==> src/design/bu2x_pkg.sv <==
// shared types, constants and channel-mean functions of the 2x bilinear upscaler
// no dependencies
package bu2x_pkg;

    localparam int MAX_WIDTH  = 1024;
    localparam int MAX_HEIGHT = 1024;
    localparam int ADDR_W     = $clog2(MAX_WIDTH);
    localparam int ROW_W      = $clog2(MAX_HEIGHT);
    localparam int COORD_W    = 11;
    localparam int CFG_W      = 11;
    localparam int CH_W       = 8;
    localparam int PIX_W      = 3 * CH_W;
    localparam int OUT_TDATA_W = 48;

    // red in the top byte, blue in the bottom byte
    typedef logic [PIX_W-1:0] t_pix;

    // which of the three output rows or columns a result belongs to
    typedef enum logic [1:0] {
        SEL_LO,
        SEL_MID,
        SEL_HI
    } t_sel;

    // one source pixel's worth of output values and edge flags
    typedef struct packed {
        t_pix               m4;
        t_pix               u2;
        t_pix               hz;
        t_pix               px;
        logic [COORD_W-1:0] col_base;
        logic [COORD_W-1:0] row_base;
        logic               has_top;
        logic               has_left;
        logic               has_right;
        logic               has_bot;
    } t_quad;

    function automatic t_pix mean2(input t_pix a, input t_pix b);
        t_pix          res;
        logic [CH_W:0] sum;
        res = '0;
        for (int k = 0; k < 3; k++) begin
            sum = {1'b0, a[k*CH_W +: CH_W]} + {1'b0, b[k*CH_W +: CH_W]};
            res[k*CH_W +: CH_W] = sum[CH_W:1];
        end
        return res;
    endfunction

    function automatic t_pix mean4(input t_pix a, input t_pix b, input t_pix c, input t_pix d);
        t_pix            res;
        logic [CH_W+1:0] sum;
        res = '0;
        for (int k = 0; k < 3; k++) begin
            sum = {2'b00, a[k*CH_W +: CH_W]} + {2'b00, b[k*CH_W +: CH_W]}
                + {2'b00, c[k*CH_W +: CH_W]} + {2'b00, d[k*CH_W +: CH_W]};
            res[k*CH_W +: CH_W] = sum[CH_W+1:2];
        end
        return res;
    endfunction

    function automatic t_sel sel_inc(input t_sel s);
        t_sel res;
        case (s)
            SEL_LO:  res = SEL_MID;
            default: res = SEL_HI;
        endcase
        return res;
    endfunction

endpackage

==> src/design/bu2x_quad_emit.sv <==
// walks the output pixels of one source pixel and drives the output stream register
// depends on bu2x_pkg
module bu2x_quad_emit (
    input  logic                               i_clk,
    input  logic                               i_rst_n,
    input  bu2x_pkg::t_quad                    i_q,
    input  logic                               i_q_valid,
    output logic                               o_q_ready,
    output logic                               o_m_tvalid,
    input  logic                               i_m_tready,
    // out_column, out_row, red_out, green_out, blue_out, zero fill
    output logic [bu2x_pkg::OUT_TDATA_W-1:0]   o_m_tdata,
    // last_of_run
    output logic                               o_m_tlast
);

    bu2x_pkg::t_quad r_q;
    logic            r_bv;
    bu2x_pkg::t_sel  r_rsel;
    bu2x_pkg::t_sel  r_csel;

    logic                                r_ov;
    logic [bu2x_pkg::OUT_TDATA_W-1:0]    r_out_data;
    logic                                r_out_last;

    logic                         out_free;
    logic                         emit;
    logic                         col_end;
    logic                         row_end;
    logic                         last;
    logic                         load;
    bu2x_pkg::t_pix               cur_pix;
    logic [bu2x_pkg::COORD_W-1:0] cur_col;
    logic [bu2x_pkg::COORD_W-1:0] cur_row;

    assign out_free  = !r_ov || i_m_tready;
    assign emit      = r_bv && out_free;
    assign col_end   = (r_csel == bu2x_pkg::SEL_HI)
                    || (r_csel == bu2x_pkg::SEL_MID && !r_q.has_right);
    assign row_end   = (r_rsel == bu2x_pkg::SEL_HI)
                    || (r_rsel == bu2x_pkg::SEL_MID && !r_q.has_bot);
    assign last      = col_end && row_end;
    assign o_q_ready = !r_bv || (emit && last);
    assign load      = i_q_valid && o_q_ready;

    always_comb begin
        // upper row uses the line store, the others the current row
        case (r_rsel)
            bu2x_pkg::SEL_LO: cur_pix = (r_csel == bu2x_pkg::SEL_LO) ? r_q.m4 : r_q.u2;
            default:          cur_pix = (r_csel == bu2x_pkg::SEL_LO) ? r_q.hz : r_q.px;
        endcase
        case (r_csel)
            bu2x_pkg::SEL_LO:  cur_col = r_q.col_base - bu2x_pkg::COORD_W'(1);
            bu2x_pkg::SEL_MID: cur_col = r_q.col_base;
            default:           cur_col = r_q.col_base + bu2x_pkg::COORD_W'(1);
        endcase
        case (r_rsel)
            bu2x_pkg::SEL_LO:  cur_row = r_q.row_base - bu2x_pkg::COORD_W'(1);
            bu2x_pkg::SEL_MID: cur_row = r_q.row_base;
            default:           cur_row = r_q.row_base + bu2x_pkg::COORD_W'(1);
        endcase
    end

    always_ff @(posedge i_clk) begin
        if (!i_rst_n) begin
            r_bv   <= 1'b0;
            r_ov   <= 1'b0;
            r_rsel <= bu2x_pkg::SEL_MID;
            r_csel <= bu2x_pkg::SEL_MID;
        end else begin
            if (emit) begin
                r_ov <= 1'b1;
            end else if (i_m_tready) begin
                r_ov <= 1'b0;
            end
            if (load) begin
                r_bv   <= 1'b1;
                r_rsel <= i_q.has_top  ? bu2x_pkg::SEL_LO : bu2x_pkg::SEL_MID;
                r_csel <= i_q.has_left ? bu2x_pkg::SEL_LO : bu2x_pkg::SEL_MID;
            end else if (emit && last) begin
                r_bv <= 1'b0;
            end else if (emit) begin
                if (col_end) begin
                    r_csel <= r_q.has_left ? bu2x_pkg::SEL_LO : bu2x_pkg::SEL_MID;
                    r_rsel <= bu2x_pkg::sel_inc(r_rsel);
                end else begin
                    r_csel <= bu2x_pkg::sel_inc(r_csel);
                end
            end
        end
    end

    always_ff @(posedge i_clk) begin
        if (load) begin
            r_q <= i_q;
        end
        if (emit) begin
            r_out_data <= {2'b00,
                           cur_pix[bu2x_pkg::CH_W-1:0],
                           cur_pix[2*bu2x_pkg::CH_W-1:bu2x_pkg::CH_W],
                           cur_pix[3*bu2x_pkg::CH_W-1:2*bu2x_pkg::CH_W],
                           cur_row, cur_col};
            r_out_last <= last;
        end
    end

    assign o_m_tvalid = r_ov;
    assign o_m_tdata  = r_out_data;
    assign o_m_tlast  = r_out_last;

endmodule

==> config.mk <==
export PLATFORM = sky130hd
export DESIGN_NAME = bu2x_quad_emit
export DESIGN_NICKNAME = d
export VERILOG_FILES = /design/src/design/bu2x_pkg.sv /design/src/design/bu2x_quad_emit.sv
export SDC_FILE = /design/constraint.sdc
export NUM_CORES = 1
export LEC_CHECK = 0
export BUFFER_PORTS_ARGS = -buffer_cell sky130_fd_sc_hd__buf_2
export CORE_UTILIZATION = 50
export CTS_BUF_LIST = sky130_fd_sc_hd__clkbuf_4
export CTS_CLUSTER_DIAMETER = 40
export CTS_CLUSTER_SIZE = 12
export DETAILED_ROUTE_END_ITERATION = 7
export GPL_TIMING_DRIVEN = 0
export PLACE_DENSITY = 0.76
export SETUP_SLACK_MARGIN = 0.5
export SLEW_MARGIN = 20
export SYNTH_ARGS = -nofsm -noshare
export SYNTH_HDL_FRONTEND = slang
export SYNTH_SLANG_ARGS = --single-unit
==> constraint.sdc <==
create_clock -name i_clk -period 10.8 [get_ports i_clk]
set_input_delay 1.62 -clock i_clk [delete_from_list [all_inputs] [get_ports i_clk]]
set_output_delay 1.62 -clock i_clk [all_outputs]
set_load 0.05 [all_outputs]
==> results.md, run 1 <==
* Status: finished, final reports clean
* Slew HR at 0.463
* Worst slew pin tran at around 0.8 ns
* Max Cap Viol at 0
* Synth Area per Inst at 19.0 um^2
* H-Tree Depth at 4
* TritonCTS clock tree: built
* Number of buffers added on ports at roughly 170
* Mapped Area at around 0.0067 mm^2
* Top cells by count, synth: edfxtp_1 (168), mux4_2 (24), xnor2_1 (15)
* Hold Fails Final Rpt at 0
* Sequential area share after synthesis at 0.770
* Post-synth EDFFs at between 150 and 200
* Filler cell count at 936
* Clock Skew at roughly 0.023 ns
* Initial drt markers at 306
* Chip Height at roughly 120 um
* Avg WL per Cell at roughly 17 um
* Pre-Repair DR Iteration Count at 4
* Post-layout minimum cycle time at around 4 ns
* Leakage at 3.07 nW
* Clock root buffer: clkbuf_4
* Worst Path Arrival at around 2.3 ns
* Placed instance area at 0.00788 mm^2
* Worst min path class: reg2reg
* Cell variety after synth at 47
* Ys Warns at 0
* Final cell count without fillers at 734
* DP HPWL at around 9000 um
* Period utilization at 0.366
* Register bit total from synthesis at 174
* Antenna cells at 0
* Post-cts resize count at 0
* Required @ worst endpoint at between 9 and 10 ns
* Area contributors post-synth: edfxtp_1 (75%), mux4_2 (8.1%), xnor2_1 (2.0%), dfxtp_1 (1.8%), a21oi_1 (1.0%)
* DRC viols at 0
* Worst hold slack at ~0.5 ns
* RSZ-0062 raised after global routing: false
* Row count at 41
* First-pass GRT wire length at a little under 20,000 um
* Peak VDD IR at just under 0.1 mV
* Worst skew pair latency at 0.57 ns
* Async S/R FF share, synth at 0
* Vias in the first global route at ~3,900
* Initial antenna violation count at 0
* Clk slew on worst S/H paths at between 0.1 and 0.15 ns
* Final Instance Area at approximately 0.008 mm^2
* Vias per inst at ~5.2
* Via count at between 3,000 and 4,000
* Reg2Reg Depth at 9
* Fraction of layout cells with a size suffix above 1 at 0.450
* Achievable Freq at approximately 250 MHz
* I/O pin count at between 150 and 200
* Setup TNS at 0 ns
* Initial Utilization at 0.523
* Top cell type's share of synthesized area at 0.752
* Final setup vio count at 0
* Slew Viols, Final at 0
* Count leader, synth: edfxtp_1
* Endpoint type of the worst setup path: output port
* Clock buffer depth at 2
* Die W at 118 um
* P&R area growth vs syn at 21.8%
* Post-synth top area cell: edfxtp_1
* Largest net degree at the start of global routing at 62
* Cells after Synth at between 300 and 400
* Post-CTS Setup Inserts at 0
* RePlAce Congestion at approximately 0.91
* Drt total wl at 12,400 um
* Primary FF master, synth: edfxtp_1
* Worst-path fanout max at 5
* Pre-CTS setup slack at between 6 and 7 ns
* Placed cell count at between 700 and 800
* CTS Hold Bufs at 0
* Hold path depth at 2
* Die ar. at 0.0139 mm^2
* PD cells at between 150 and 200 mW/mm^2
* Num Clock Sinks at around 170
* Gr ovfl total at 0
* Final nets at 677
* Tot GR Track Use at 0.189
* Startpoint Class: primary input
* Kind of critical path: in2out
* Worst setup margin at just under 7 ns
* CTS buffer count at 17
* Core area at 0.0128 mm^2
* Antenna Nets Post-Route at 0
-- critical path: stages --
cell and delay (ns):
buf_2 0.09, nand2b_1 0.17, a21o_2 0.23, buf_2 0.21
-- worst paths after layout --
kind / slack, ns / end / start
max reg2reg: 7.84 / o_m_tdata[21] / r_rsel[0]
min reg2reg: 0.50 / o_m_tvalid / r_bv
min: 0.50 / o_m_tvalid / r_bv
max: 6.85 / o_q_ready / i_m_tready
-- power breakdown --
group | switching [mW] | internal [mW]
Combinational | 0.124 | 0.0734
Sequential | 0.0165 | 0.800
Clock | 0.226 | 0.144
Total | 0.367 | 1.02
-- state kept, by name (all words and copies together) (netlist names) --
signal,flops
r_bv,1
o_m_tlast,1
r_q,121
o_m_tdata,46
o_m_tvalid,1
r_csel,2
r_rsel,2
-- per-layer routing --
metal	track usage	part of all wire	vias to the layer above	wire length [um]
met3	0.0727	0.087	17	1070
li1	-	-	1793	-
met5	0	0	-	0
met1	0.219	0.40	1794	4940
met2	0.316	0.50	183	6200
met4	0.0785	0.013	0	161
-- area by class of cell --
cell class	count	area, um^2	share of cell area
flip-flops and latches	174	5160	0.632
multi-input cells	158	1440	0.176
repair buffers	177	953	0.117
well taps	172	215	0.0263
clock inverters	14	153	0.0187
clock buffers	18	135	0.0165
plain buffers	16	86.3	0.0106
inverters	5	18.8	0.00230
-- placed cells by master, fill, tap and decap left out, types with 3 or more instances in the layout --
| cell type | netlist | final |
|---|---|---|
| xnor2_1 | 15 | 15 |
| nand2_1 | 9 | 9 |
| nand2b_1 | 3 | 3 |
| edfxtp_1 | 168 | 168 |
| inv_1 | 5 | 4 |
| buf_4 | 4 | 4 |
| mux2i_1 | 6 | 6 |
| mux2_2 | 4 | 4 |
| buf_2 | 3 | 177 |
| inv_6 | 0 | 6 |
| nand3_1 | 3 | 3 |
| nand4_1 | 3 | 3 |
| dfxtp_1 | 6 | 6 |
| xor2_1 | 7 | 7 |
| clkbuf_1 | 8 | 8 |
| a31oi_1 | 4 | 4 |
| nor2_1 | 13 | 13 |
| mux4_2 | 24 | 24 |
| or3_1 | 3 | 3 |
| a21oi_1 | 14 | 14 |
| buf_16 | 0 | 3 |
| clkbuf_4 | 0 | 18 |
| o21ai_0 | 5 | 5 |
| nor3_1 | 10 | 10 |
-- through the flow --
stage / util / total power [mW]
6_report: 0.637 / 1.38
5_1_grt: 0.637 / 1.44
4_1_cts: 0.637 / 1.40
3_5_place_dp: 0.614 / 1.03
3_3_place_gp: 0.608 / 1.02
2_1_floorplan: - / 0.967
-- cell families (layout without fill, tap and decap cells) --
group	count (synthesis)	count (layout)	share of synthesized area
buffers and inverters	21	230	0.0157
other	1	2	0.000559
and+or+nand+nor	66	66	0.0550
xor gates and xnor gates	22	22	0.0287
adders and majority gates	2	2	0.00373
DFF	174	174	0.770
AOI/OAI and AO/OA	32	32	0.0297
muxes	34	34	0.0963
No activity file was read; power rests on OpenSTA's default activity.
==> run 2, diff against run 1 <==
Settings changed: CORE_UTILIZATION 50 to 49, PLACE_DENSITY 0.76 to 0.78.
Clock period 10.8 ns to 3.4 ns, I/O delays scaled along.
==> run 2 against run 1 <==
Net effect: die area up 2.0%; routed wire length down 0.82%; utilization is 2.3 points lower; final area shrank 0.14%; cell count rose by 0.68%; register-to-register slack lost 7.2 ns.
==> results.md, run 2 (synthesis results as in run 1) <==
* Status: finished, final reports clean
* Initial antenna violation count at 1 (+1)
* Initial Utilization at 0.504 (-0.0185)
* Clock buffer depth at 2 (unchanged)
* Endpoint type of the worst setup path: flop
* Die W at 119 um (+1.0%)
* Clock root buffer: clkbuf_4
* Pre-Repair DR Iteration Count at 4 (unchanged)
* Core area at 0.0133 mm^2 (+3.7%)
* Slowest cell on crit path: or3b_2
* RSZ-0062 raised after global routing: false
* Most frequent cells in the layout: buf_2 (178), edfxtp_1 (168), mux4_2 (24)
* H-Tree Depth at 4 (unchanged)
* Clk slew on worst S/H paths at 0.15 ns (+0.02 ns)
* Final setup vio count at 0 (unchanged)
* R2r endpoint: r_q[119]
* Critical path buffer and inverter count at 2 (unchanged)
* Gr ovfl total at 0 (unchanged)
* Die ar. at 0.0142 mm^2 (+2.0%)
* Reg2Reg Depth at 6 (-3)
* Leakage at 3.07 nW (-0.27%)
* Vias per inst at 5.13 (-0.55%)
* Pre-CTS setup slack at 0.451 ns (-6.39 ns)
* DRC viols at 0 (unchanged)
* Slew HR at 0.528 (+0.0653)
* Initial drt markers at 268 (-12%)
* CTS Hold Bufs at 0 (unchanged)
* Startpoint Class: flop
* Hold path endpoint: r_q[35]
* FF+latch area at 0.00516 mm^2 (unchanged)
* Max FFs per register at 121 (unchanged)
* Clock Skew at 0.0162 ns (-0.00686 ns)
* Delay-heaviest family, CP: simple AND/OR/NAND/NOR gates
* Chip Height at 119 um (+1.0%)
* Post-cts resize count at 1 (+1)
* Kind of critical path: reg2reg
* Num Clock Sinks at 174 (unchanged)
* Worst slew pin tran at 0.707 ns (-0.0990 ns)
* RePlAce Congestion at 0.926 (+1.8%)
* TritonCTS clock tree: built
* Commonest non-fill, non-tap cell in the layout: buf_2
* Row count at 42 (+2.4%)
* Most frequent CP cell: buf_12
* Pwr Total at 4.37 mW (+220%)
* Hold Fails Final Rpt at 0 (unchanged)
* P&R area growth vs syn at 21.6%
* Vias in the first global route at 3,820 (-1.7%)
* Worst Path Arrival at 2.98 ns (+0.65 ns)
* Placed cell count at 706 (+0.57%)
* Post-layout minimum cycle time at around 2.7 ns
* Largest net degree at the start of global routing at 48 (-23%)
* R2R Setup Slk at 0.67 ns (-7.17 ns)
* Final nets at 677 (unchanged)
* Critical path cell sequence: or3b_2 > a2bb2oi_2 > a21o_2 > and2_4 > buf_12 > buf_12
* Largest register by flop count: r_q
* Setup TNS at 0 ns (unchanged)
* First-pass GRT wire length at 18,800 um (-2.4%)
* Period utilization at 0.802
* PD cells at 536 mW/mm^2 (+220%)
* Max Cap Viol at 0 (unchanged)
* Peak VDD IR at 0.513 mV (+420%)
* Multi-input gate area at 0.00144 mm^2 (unchanged)
* Filler cell count at 958 (+2.4%)
* Hold path depth at 1 (-1)
* Slew Viols, Final at 0 (unchanged)
* Post-CTS Setup Inserts at 0 (unchanged)
* Worst setup margin at 0.673 ns (-6.18 ns)
* Avg WL per Cell at 16.6 um (-1.5%)
* I/O pin count at 177 (unchanged)
* Drt total wl at 12,300 um (-0.82%)
* Via count at 3,792 (+0.13%)
* Number of buffers added on ports at 174 (unchanged)
* Final cell count without fillers at 739 (+0.68%)
* Achievable Freq at between 300 and 400 MHz
* CP peak stage delay at 0.50 ns (+0.27 ns)
* Required @ worst endpoint at 3.65 ns (-5.53 ns)
* Worst-path fanout max at 47 (+42)
* Worst skew pair latency at 0.56 ns (about the same)
* HP Start: i_q[35]
* Antenna Nets Post-Route at 0 (unchanged)
* Worst r2r src: r_rsel[0]
* Fraction of layout cells with a size suffix above 1 at 0.454 (+0.00356)
* Tot GR Track Use at 0.183 (-0.00603)
* Worst hold slack at 0.104 ns (-0.395 ns)
* CTS buffer count at 17 (unchanged)
* DP HPWL at 8660 um (-2.0%)
* Worst min path class: in2reg
run 2: per-stage QoR:
stage	cell area [um^2]	utilization
after floorplan	6710	-
after global placement	7800	0.587
after detailed placement	7870	0.592
after CTS	8150	0.613
after global routing	8150	0.613
final	8160	0.613
run 2: layout make-up:
class,instances,area share
Sequential cell,174,0.633
Multi-Input combinational cell,158,0.177
Timing Repair Buffer,177,0.115
Tap cell,176,0.0270
Clock inverter,14,0.0181
Clock buffer,18,0.0166
Buffer,16,0.0107
Inverter,5,0.00230
Antenna cell,1,0.000307
run 2: worst max-delay path by stage:
stage,start,endpoint,slack (ns),depth (start not counted)
2_1_floorplan,r_rsel[0],r_q[0],0.67,4
3_3_place_gp,r_rsel[0],o_m_tdata[21],0.51,9
3_5_place_dp,r_rsel[0],o_m_tdata[21],0.45,9
4_1_cts,r_rsel[0],r_q[36],0.67,6
5_1_grt,r_rsel[0],o_m_tdata[21],0.51,9
6_report,r_rsel[0],r_q[119],0.67,6
run 2: per-layer routing:
metal | vias to the layer above | wire [um] | global-route usage
met3 | 16 | 1050 | 0.0896
met2 | 174 | 6150 | 0.302
met4 | 0 | 158 | 0.0625
li1 | 1800 | - | -
met1 | 1802 | 4910 | 0.208
met5 | - | 0 | 0
run 2: where the power goes:
group          leakage [nW]  switching, mW  internal, mW
Clock                 0.152          0.755         0.402
Combinational          1.26          0.393         0.230
Sequential             1.65         0.0525          2.54
Total                  3.07           1.20          3.17
